==> src/hdl/redr_pkg.sv <==
`default_nettype none

package redr_pkg;

    localparam int MODE_W  = 2;
    localparam int CHAR_W  = 8;
    localparam int DIST_W  = 7;
    localparam int RATIO_W = 17;

    // quotient bits of the ratio: one integer bit plus sixteen fraction bits
    localparam int QUO_STEPS = RATIO_W;
    localparam int DIVCNT_W  = $clog2(QUO_STEPS);

    localparam logic [MODE_W-1:0] MODE_FIRST   = 2'd0;
    localparam logic [MODE_W-1:0] MODE_SECOND  = 2'd1;
    localparam logic [MODE_W-1:0] MODE_COMPARE = 2'd2;

    // controller -> datapath
    typedef struct packed {
        logic append_first;
        logic append_second;
        logic cmp_start;
        logic init_write;
        logic col_advance;
        logic col_start;
        logic cell_step;
        logic div_load;
        logic div_step;
        logic finish;
    } cmd_t;

    // datapath -> controller
    typedef struct packed {
        logic row_last;
        logic m_zero;
        logic n_zero;
        logic col_last;
        logic div_last;
    } stat_t;

endpackage

`default_nettype wire

==> src/hdl/restricted_edit_distance_ratio.sv <==
`default_nettype none

// Restricted edit distance (optimal string alignment) with a Q1.16 similarity
// ratio. Each input beat either appends s_char_code to the first string
// (mode 0) or the second (mode 1), or starts a compare (mode 2); mode 3 is
// accepted and ignored. Appends are accepted even while a previous result
// waits on the output. A compare of lengths m and n runs the single cell
// unit, which computes one dynamic-program cell per cycle within a column
// while walking the columns down through three rotating column memories,
// and then a restoring divider for the ratio. The result beat carries the
// distance (masked to 7 bits), floor(65536*(L-d)/L) with L the longer length
// (0 when both strings are empty), and a flag for bytes dropped past MAX_LEN
// since the last compare. Both strings and the flag clear when the result is
// loaded. No clearing pass after reset.

module restricted_edit_distance_ratio #(
    parameter int MAX_LEN = 64
) (
    input  wire                              aclk,
    input  wire                              aresetn,
    // input channel
    input  wire                              s_valid,
    output logic                             s_ready,
    input  wire  [redr_pkg::MODE_W-1:0]      s_mode,
    input  wire  [redr_pkg::CHAR_W-1:0]      s_char_code,
    // result channel
    output logic                             m_valid,
    input  wire                              m_ready,
    output logic [redr_pkg::DIST_W-1:0]      m_distance,
    output logic [redr_pkg::RATIO_W-1:0]     m_ratio_q16,
    output logic                             m_overflow
);

    redr_pkg::cmd_t  cmd;
    redr_pkg::stat_t stat;

    // sequencing and both handshakes
    redr_ctrl u_ctrl (
        .aclk    (aclk),
        .aresetn (aresetn),
        .s_valid (s_valid),
        .s_ready (s_ready),
        .s_mode  (s_mode),
        .m_valid (m_valid),
        .m_ready (m_ready),
        .stat    (stat),
        .cmd     (cmd)
    );

    // string stores, column memories, cell unit, divider, result register
    redr_datapath #(
        .MAX_LEN (MAX_LEN)
    ) u_datapath (
        .aclk      (aclk),
        .aresetn   (aresetn),
        .cmd       (cmd),
        .char_code (s_char_code),
        .stat      (stat),
        .distance  (m_distance),
        .ratio_q16 (m_ratio_q16),
        .overflow  (m_overflow)
    );

endmodule

`default_nettype wire

==> src/hdl/redr_ctrl.sv <==
`default_nettype none

module redr_ctrl (
    input  wire                              aclk,
    input  wire                              aresetn,
    input  wire                              s_valid,
    output logic                             s_ready,
    input  wire  [redr_pkg::MODE_W-1:0]      s_mode,
    output logic                             m_valid,
    input  wire                              m_ready,
    input  redr_pkg::stat_t                  stat,
    output redr_pkg::cmd_t                   cmd
);

    typedef enum logic [6:0] {
        ST_IDLE = 7'b0000001,
        ST_INIT = 7'b0000010,
        ST_COL  = 7'b0000100,
        ST_CELL = 7'b0001000,
        ST_PREP = 7'b0010000,
        ST_DIV  = 7'b0100000,
        ST_DONE = 7'b1000000
    } state_t;

    state_t state_reg, state_next;
    logic   m_valid_reg, m_valid_next;
    logic   in_beat;
    logic   out_free;

    assign s_ready  = (state_reg == ST_IDLE);
    assign m_valid  = m_valid_reg;
    assign in_beat  = s_valid && s_ready;
    assign out_free = !m_valid_reg || m_ready;

    always_comb begin
        state_next   = state_reg;
        m_valid_next = m_valid_reg;
        cmd          = '0;
        if (m_valid_reg && m_ready) begin
            m_valid_next = 1'b0;
        end
        case (state_reg)
            ST_IDLE: begin
                if (in_beat) begin
                    case (s_mode)
                        redr_pkg::MODE_FIRST:   cmd.append_first  = 1'b1;
                        redr_pkg::MODE_SECOND:  cmd.append_second = 1'b1;
                        redr_pkg::MODE_COMPARE: begin
                            cmd.cmp_start = 1'b1;
                            state_next    = ST_INIT;
                        end
                        default: ;  // unused code: beat is dropped
                    endcase
                end
            end
            ST_INIT: begin
                cmd.init_write = 1'b1;
                if (stat.row_last) begin
                    if (stat.n_zero) begin
                        state_next = ST_PREP;
                    end else begin
                        cmd.col_advance = 1'b1;
                        state_next      = ST_COL;
                    end
                end
            end
            ST_COL: begin
                cmd.col_start = 1'b1;
                if (stat.m_zero) begin
                    if (stat.col_last) begin
                        state_next = ST_PREP;
                    end else begin
                        cmd.col_advance = 1'b1;
                    end
                end else begin
                    state_next = ST_CELL;
                end
            end
            ST_CELL: begin
                cmd.cell_step = 1'b1;
                if (stat.row_last) begin
                    if (stat.col_last) begin
                        state_next = ST_PREP;
                    end else begin
                        cmd.col_advance = 1'b1;
                        state_next      = ST_COL;
                    end
                end
            end
            ST_PREP: begin
                cmd.div_load = 1'b1;
                state_next   = ST_DIV;
            end
            ST_DIV: begin
                cmd.div_step = 1'b1;
                if (stat.div_last) begin
                    state_next = ST_DONE;
                end
            end
            ST_DONE: begin
                if (out_free) begin
                    cmd.finish   = 1'b1;
                    m_valid_next = 1'b1;
                    state_next   = ST_IDLE;
                end
            end
            default: begin
                state_next = ST_IDLE;
            end
        endcase
    end

    always_ff @(posedge aclk) begin
        if (!aresetn) begin
            state_reg   <= ST_IDLE;
            m_valid_reg <= 1'b0;
        end else begin
            state_reg   <= state_next;
            m_valid_reg <= m_valid_next;
        end
    end

endmodule

`default_nettype wire

==> src/hdl/redr_datapath.sv <==
`default_nettype none

module redr_datapath #(
    parameter int MAX_LEN = 64
) (
    input  wire                               aclk,
    input  wire                               aresetn,
    input  redr_pkg::cmd_t                    cmd,
    input  wire  [redr_pkg::CHAR_W-1:0]       char_code,
    output redr_pkg::stat_t                   stat,
    output logic [redr_pkg::DIST_W-1:0]       distance,
    output logic [redr_pkg::RATIO_W-1:0]      ratio_q16,
    output logic                              overflow
);

    localparam int LEN_W     = $clog2(MAX_LEN + 1);
    localparam int IDX_W     = $clog2(MAX_LEN);
    localparam int COL_DEPTH = MAX_LEN + 1;
    localparam int NBANK     = 3;
    localparam logic [LEN_W-1:0] LEN_MAX = LEN_W'(MAX_LEN);
    localparam logic [LEN_W-1:0] LEN_ONE = LEN_W'(1);

    // string stores and lengths
    logic [redr_pkg::CHAR_W-1:0] first_mem  [MAX_LEN];
    logic [redr_pkg::CHAR_W-1:0] second_mem [MAX_LEN];
    logic [LEN_W-1:0] first_len_reg, second_len_reg;
    logic             dropped_reg;
    logic             first_full, second_full;

    // sweep counters
    logic [LEN_W-1:0] i_reg, j_reg;
    logic [1:0]       role_cur_reg;
    logic [1:0]       role_ob, role_tb;

    // cell operands
    logic [redr_pkg::CHAR_W-1:0] a_data_reg, a_prev_reg, b1_reg, b2_reg;
    logic [LEN_W-1:0] cur_prev_reg, ob_prev_reg, dist_reg;
    logic [LEN_W-1:0] bank_rdata [NBANK];
    logic [LEN_W-1:0] ob_data, tb_data;

    logic             rd_en;
    logic [LEN_W-1:0] ob_addr, tb_addr, a_addr, j_m1, j_m2;
    logic             bank_we;
    logic [LEN_W-1:0] bank_waddr, bank_wdata;

    logic             cost;
    logic [LEN_W:0]   del_c, ins_c, sub_c, swp_c, best3, best_w;
    logic             swap_ok;
    logic [LEN_W-1:0] best;

    // divider
    logic [LEN_W-1:0]                   longest;
    logic [LEN_W:0]                     rem_reg, rem_diff;
    logic [LEN_W-1:0]                   rem_keep;
    logic                               rem_ge;
    logic [redr_pkg::RATIO_W-1:0]       quo_reg;
    logic [redr_pkg::DIVCNT_W-1:0]      divcnt_reg;

    logic [redr_pkg::DIST_W-1:0]        distance_reg;
    logic [redr_pkg::RATIO_W-1:0]       ratio_reg;
    logic                               overflow_reg;

    assign first_full  = (first_len_reg == LEN_MAX);
    assign second_full = (second_len_reg == LEN_MAX);
    assign longest     = (first_len_reg > second_len_reg) ? first_len_reg : second_len_reg;

    // ---- status ----
    assign stat.row_last = (i_reg == first_len_reg);
    assign stat.m_zero   = (first_len_reg == '0);
    assign stat.n_zero   = (second_len_reg == '0);
    assign stat.col_last = (j_reg == second_len_reg);
    assign stat.div_last = (divcnt_reg == redr_pkg::DIVCNT_W'(redr_pkg::QUO_STEPS - 1));

    // ---- bank roles: current, one column back, two columns back ----
    always_comb begin
        case (role_cur_reg)
            2'd0:    begin role_ob = 2'd2; role_tb = 2'd1; end
            2'd1:    begin role_ob = 2'd0; role_tb = 2'd2; end
            2'd2:    begin role_ob = 2'd1; role_tb = 2'd0; end
            default: begin role_ob = 2'd0; role_tb = 2'd0; end
        endcase
    end

    // reads for the next cell; a column start primes cell one
    assign rd_en   = cmd.col_start || (cmd.cell_step && !stat.row_last);
    assign ob_addr = cmd.col_start ? LEN_ONE : i_reg + LEN_ONE;
    assign tb_addr = i_reg - LEN_ONE;
    assign a_addr  = cmd.col_start ? '0 : i_reg;
    assign j_m1    = j_reg - LEN_ONE;
    assign j_m2    = j_reg - LEN_W'(2);

    assign bank_we = cmd.init_write || cmd.col_start || cmd.cell_step;

    always_comb begin
        bank_waddr = i_reg;
        bank_wdata = i_reg;
        if (cmd.col_start) begin
            bank_waddr = '0;
            bank_wdata = j_reg;
        end else if (cmd.cell_step) begin
            bank_wdata = best;
        end
    end

    for (genvar k = 0; k < NBANK; k++) begin : g_bank
        logic [LEN_W-1:0] col_mem [COL_DEPTH];
        logic [LEN_W-1:0] rd_reg;
        always_ff @(posedge aclk) begin
            if (bank_we && role_cur_reg == 2'(k)) begin
                col_mem[bank_waddr] <= bank_wdata;
            end
            if (rd_en) begin
                rd_reg <= col_mem[(role_ob == 2'(k)) ? ob_addr : tb_addr];
            end
        end
        assign bank_rdata[k] = rd_reg;
    end

    assign ob_data = bank_rdata[role_ob];
    assign tb_data = bank_rdata[role_tb];

    // ---- string stores ----
    always_ff @(posedge aclk) begin
        if (cmd.append_first && !first_full) begin
            first_mem[first_len_reg[IDX_W-1:0]] <= char_code;
        end
        if (rd_en) begin
            a_data_reg <= first_mem[a_addr[IDX_W-1:0]];
        end
    end

    always_ff @(posedge aclk) begin
        if (cmd.append_second && !second_full) begin
            second_mem[second_len_reg[IDX_W-1:0]] <= char_code;
        end
        if (cmd.col_start) begin
            b1_reg <= second_mem[j_m1[IDX_W-1:0]];
            b2_reg <= second_mem[j_m2[IDX_W-1:0]];
        end
    end

    // ---- one cell ----
    always_comb begin
        cost    = (a_data_reg != b1_reg);
        del_c   = {1'b0, cur_prev_reg} + 1'b1;
        ins_c   = {1'b0, ob_data} + 1'b1;
        sub_c   = {1'b0, ob_prev_reg} + {{LEN_W{1'b0}}, cost};
        swp_c   = {1'b0, tb_data} + {{LEN_W{1'b0}}, cost};
        best3   = (del_c < ins_c) ? del_c : ins_c;
        best3   = (sub_c < best3) ? sub_c : best3;
        swap_ok = (i_reg > LEN_ONE) && (j_reg > LEN_ONE)
                  && (a_data_reg == b2_reg) && (a_prev_reg == b1_reg);
        best_w  = (swap_ok && (swp_c < best3)) ? swp_c : best3;
        best    = best_w[LEN_W-1:0];
    end

    // ---- counters and cell registers ----
    always_ff @(posedge aclk) begin
        if (cmd.cmp_start) begin
            i_reg    <= '0;
            j_reg    <= '0;
            dist_reg <= first_len_reg;
        end
        if (cmd.init_write) begin
            i_reg <= i_reg + LEN_ONE;
        end
        if (cmd.col_advance) begin
            j_reg <= j_reg + LEN_ONE;
        end
        if (cmd.col_start) begin
            i_reg        <= LEN_ONE;
            cur_prev_reg <= j_reg;
            ob_prev_reg  <= j_m1;
            dist_reg     <= j_reg;
        end
        if (cmd.cell_step) begin
            i_reg        <= i_reg + LEN_ONE;
            cur_prev_reg <= best;
            ob_prev_reg  <= ob_data;
            a_prev_reg   <= a_data_reg;
            dist_reg     <= best;
        end
    end

    always_ff @(posedge aclk) begin
        if (!aresetn) begin
            role_cur_reg <= 2'd0;
        end else if (cmd.col_advance) begin
            role_cur_reg <= (role_cur_reg == 2'd2) ? 2'd0 : role_cur_reg + 2'd1;
        end
    end

    // ---- restoring divider, one quotient bit a cycle ----
    always_comb begin
        rem_diff = rem_reg - {1'b0, longest};
        rem_ge   = (rem_reg >= {1'b0, longest});
        rem_keep = rem_ge ? rem_diff[LEN_W-1:0] : rem_reg[LEN_W-1:0];
    end

    always_ff @(posedge aclk) begin
        if (cmd.div_load) begin
            rem_reg    <= {1'b0, longest - dist_reg};
            quo_reg    <= '0;
            divcnt_reg <= '0;
        end else if (cmd.div_step) begin
            rem_reg    <= {rem_keep, 1'b0};
            quo_reg    <= {quo_reg[redr_pkg::RATIO_W-2:0], rem_ge};
            divcnt_reg <= divcnt_reg + 1'b1;
        end
    end

    // ---- lengths and drop flag ----
    always_ff @(posedge aclk) begin
        if (!aresetn) begin
            first_len_reg  <= '0;
            second_len_reg <= '0;
            dropped_reg    <= 1'b0;
        end else if (cmd.finish) begin
            first_len_reg  <= '0;
            second_len_reg <= '0;
            dropped_reg    <= 1'b0;
        end else begin
            if (cmd.append_first) begin
                if (first_full) dropped_reg <= 1'b1;
                else            first_len_reg <= first_len_reg + LEN_ONE;
            end
            if (cmd.append_second) begin
                if (second_full) dropped_reg <= 1'b1;
                else             second_len_reg <= second_len_reg + LEN_ONE;
            end
        end
    end

    // ---- result register ----
    always_ff @(posedge aclk) begin
        if (cmd.finish) begin
            distance_reg <= redr_pkg::DIST_W'(dist_reg);
            ratio_reg    <= (longest == '0) ? '0 : quo_reg;
            overflow_reg <= dropped_reg;
        end
    end

    assign distance  = distance_reg;
    assign ratio_q16 = ratio_reg;
    assign overflow  = overflow_reg;

endmodule

`default_nettype wire
==> config.mk <==
export PLATFORM = sky130hd
export DESIGN_NAME = restricted_edit_distance_ratio
export DESIGN_NICKNAME = d
export VERILOG_FILES = /design/src/hdl/redr_pkg.sv /design/src/hdl/restricted_edit_distance_ratio.sv /design/src/hdl/redr_ctrl.sv /design/src/hdl/redr_datapath.sv
export SDC_FILE = /design/constraint.sdc
export NUM_CORES = 2
export LEC_CHECK = 0
export ABC_AREA = 1
export BUFFER_PORTS_ARGS = -buffer_cell sky130_fd_sc_hd__buf_2
export CORE_MARGIN = 2
export CORE_UTILIZATION = 45
export DETAILED_ROUTE_END_ITERATION = 7
export HOLD_SLACK_MARGIN = 0.1
export PLACE_DENSITY = 0.63
export SYNTH_ARGS = -nofsm -noshare
export SYNTH_HDL_FRONTEND = slang
export SYNTH_SLANG_ARGS = --single-unit
==> constraint.sdc <==
create_clock -name aclk -period 22.7 [get_ports aclk]
set_input_delay 3.405 -clock aclk [delete_from_list [all_inputs] [get_ports aclk]]
set_output_delay 3.405 -clock aclk [all_outputs]
set_load 0.03 [all_outputs]
==> flow_metrics.env <==
export IMPL_synth_seq_cells=2557
export IMPL_dr_pass1_iters=8
export IMPL_cts_buffers=288
export IMPL_synth_warnings=0
export IMPL_yosysSeqAreaShare_pct=70.5
export IMPL_arrival_ps=10530
export IMPL_dieArea_um2=244000
export IMPL_cp_required_ps=23330
export IMPL_first_global_vias=71700
export IMPL_whs_ps=471
export IMPL_core_area_um2=240000
export IMPL_multi_input_area_um2=28300
export IMPL_grt_ovfl_total=0
export IMPL_grt_usage_pct=26.8
export IMPL_seq_area_um2=76300
export IMPL_place_gp_congestion=0.960
export IMPL_regToRegEndpoint="u_datapath.g_bank[2].col_mem[9][4]$_DFFE_PP_"
export IMPL_start_kind="flip-flop"
export IMPL_syn_area_um2=108000
export IMPL_regToRegSetupSlack_ps=12800
export IMPL_r2r_start="u_datapath.role_cur_reg[0]$_SDFFE_PN0P_"
export IMPL_cts_max_level=5
export IMPL_finalSetupViolations=0
export IMPL_p_sw_uw=3420
export IMPL_hpwlAfterDp_um=203000
export IMPL_clk_pin_slew_ps=60
export IMPL_die_w_um=494
export IMPL_finClkSkew_ps=70.3
export IMPL_maxCapViolCount=0
export IMPL_cts_root_buf="clkbuf_16"
export IMPL_grt_max_degree=227
export IMPL_fin_crit_sh_pct=43.6
export IMPL_die_height_um=494
export IMPL_cts_resized=0
export IMPL_insertion_delay_ps=970
export IMPL_final_hold_viol_count=0
export IMPL_synthTopCellsByArea="edfxtp_1, o21ai_0, nor2_1"
export IMPL_drt_initial_drc_count=11100
export IMPL_yosys_area_top_type_share_pct=69.6
export IMPL_grt_pass1_wl_um=486000
export IMPL_portBuffers=40
export IMPL_synth_most_common_cell="edfxtp_1"
export IMPL_placed_cell_area_um2=111000
export IMPL_grt_setup_unrepaired="false"
export IMPL_slew_headroom_pct=16.4
export IMPL_ant_nets=0
export IMPL_timing_fmax_mhz=101
export IMPL_cts_tree="yes"
export IMPL_path_max_fanout=92
export IMPL_synth_area_per_cell_um2=11.9
export IMPL_largest_register_ffs=1365
export IMPL_ys_flop_type="edfxtp_1"
export IMPL_clkSinkCount=2557
export IMPL_largest_register="u_datapath.g_bank.col_mem"
export IMPL_powerDensity_nw_per_um2=98.1
export IMPL_r2r_cells=29
export IMPL_clock_path_buffers=4
export IMPL_sw_frac_of_total_pct=29.0
export IMPL_wl_um=337000
export IMPL_hp_class="flip-flop to flip-flop"
export IMPL_min_to="u_datapath.a_prev_reg[3]$_DFFE_PP_"
export IMPL_yosys_area_top_type="edfxtp_1"
export IMPL_drv_slew=0
export IMPL_area_delta_synth_final_pct=11.0
export IMPL_tns_ps=0
export IMPL_async_reset_ff_share_pct=0
export IMPL_min_period_ps=9900
export IMPL_vias_per_cell=6.17
export IMPL_max_stage_delay_ps=930
export IMPL_worstSetupPathType="flip-flop to flip-flop"
export IMPL_final_nets=9051
export IMPL_wire_per_inst_um=27.2
export IMPL_ir_drop_v=0.0000745
export IMPL_placementRows=180
export IMPL_cts_hold_fix_buffers=0
export IMPL_fill_cells=20700
export IMPL_cp_end_kind="flip-flop"
export IMPL_remaining_drc_errors=0
export IMPL_run_status="complete, no violations"
export IMPL_synth_cell_types=59
export IMPL_cp_slowest_cell="nor4b_2"
export IMPL_floorplan_initialDensity_pct=45.1
export IMPL_seq_power_share_pct=45.3
export IMPL_combPwrFrac_pct=17.3
export IMPL_pin_count=41
export IMPL_synthCells=9130
export IMPL_intPower_uw=8370
export IMPL_synth_fp_nets=9206
export IMPL_tightestPinTransition_ps=1250
export IMPL_ys_top_cells_by_count="edfxtp_1, nor2_1, o21ai_0, nand2_1, clkbuf_1"
export IMPL_synth_edf_count=2509
export IMPL_antenna_found_initial=19
export IMPL_vias=76400
export IMPL_cts_setup_buffers=0
export IMPL_worstHoldStart="u_datapath.a_data_reg[3]$_DFFE_PP_"
export IMPL_drive_above_1_share_pct=7.09
export IMPL_clkPwrFrac_pct=37.4
export IMPL_min_delay_path_depth=0
export IMPL_power_leakage_uw=0.0391
export IMPL_final_cell_area_um2=120000
-- worst max-delay path: cells and delay by family, from the launching register on --
kind	cells	cell delay, ps
compound gates	5	1390
fa+ha+maj	3	1000
buf+inv	4	1960
flops	1	720
simple gates	17	4280
-- logic make-up (layout without fill, tap and decap cells) --
logic type / after synthesis / count (layout) / share of synthesized area (%)
and+or+nand+nor: 2704 / 2704 / 10.3
adders and majority gates: 62 / 62 / 0.731
other: 0 / 17 / 0
AOI/OAI and AO/OA: 2715 / 2715 / 14.4
xor gates and xnor gates: 49 / 49 / 0.396
DFF: 2557 / 2557 / 70.5
buffers and inverters: 1043 / 1096 / 3.66
-- power by group through the flow --
stage	clock (uW)	combinational, uW	sequential (uW)
after CTS	4450	1990	5340
after detailed placement	0	1980	5440
final	4410	2040	5340
after global placement	0	1950	5440
after global routing	4620	2170	5340
after floorplan	0	1180	5450
-- stage by stage --
step | total power, uW | std cells | utilization [%] | setup slack, ps
2_1_floorplan | 6640 | 9130 | - | 14220
3_3_place_gp | 7390 | 11900 | 46.4 | 13110
3_5_place_dp | 7420 | 11900 | 46.4 | 13010
4_1_cts | 11800 | 12400 | 50.1 | 13050
5_1_grt | 12100 | 12400 | 50.1 | 12020
6_report | 11800 | 12400 | 50.1 | 12800
-- layout make-up --
type                       instances  share of cell area [%]
clock buffer                     365                    6.43
sequential                      2557                    63.5
clock inverter                   133                   0.857
multi-input combinational       5530                    23.5
inverter                         438                    1.38
antenna                           17                  0.0354
tap                             3185                    3.32
timing repair buffer             160                   0.974
-- metal layers --
metal | track usage (%) | wire length (um) | vias to the layer above
met5 | 0 | 93 | -
met4 | 13.6 | 17900 | 14
met3 | 5.23 | 33900 | 844
met2 | 40.8 | 152000 | 4493
met1 | 36.8 | 132000 | 37600
li1 | - | - | 33400
-- layout by cell type, fill, tap and decap left out, drive strengths merged, types with 4 or more instances in the layout --
cell type  instances
a211oi            10
a21oi            392
a221oi            90
a22o              38
a22oi             10
a31oi             41
a32o               7
buf              160
bufinv            14
clkbuf           365
clkinv           115
clkinvlp           9
dfxtp             48
diode             17
edfxtp          2509
ha                60
inv              433
nand2            664
nand3            420
nand3b             5
nand4             72
nor2            1487
nor3              25
nor3b              6
nor4              10
o211ai           185
o21ai           1457
o21bai             4
o221ai            92
o22ai            370
or2                8
xnor2             12
xor2              37
-- worst max-delay path by stage --
stage                                                    end  cells past startpoint  slack, ps                                     from
2_1_floorplan   u_datapath.g_bank[0].col_mem[0][6]$_DFFE_PP_                     39      14220  u_datapath.role_cur_reg[1]$_SDFFE_PN0P_
3_3_place_gp   u_datapath.g_bank[2].col_mem[49][4]$_DFFE_PP_                     30      13110  u_datapath.role_cur_reg[0]$_SDFFE_PN0P_
3_5_place_dp   u_datapath.g_bank[2].col_mem[49][4]$_DFFE_PP_                     29      13010  u_datapath.role_cur_reg[0]$_SDFFE_PN0P_
6_report        u_datapath.g_bank[2].col_mem[9][4]$_DFFE_PP_                     29      12800  u_datapath.role_cur_reg[0]$_SDFFE_PN0P_
5_1_grt        u_datapath.g_bank[1].col_mem[38][4]$_DFFE_PP_                     29      12020  u_datapath.role_cur_reg[0]$_SDFFE_PN0P_
4_1_cts        u_datapath.g_bank[1].col_mem[55][4]$_DFFE_PP_                     29      13050  u_datapath.role_cur_reg[0]$_SDFFE_PN0P_
(Power assumes the default switching activity.)
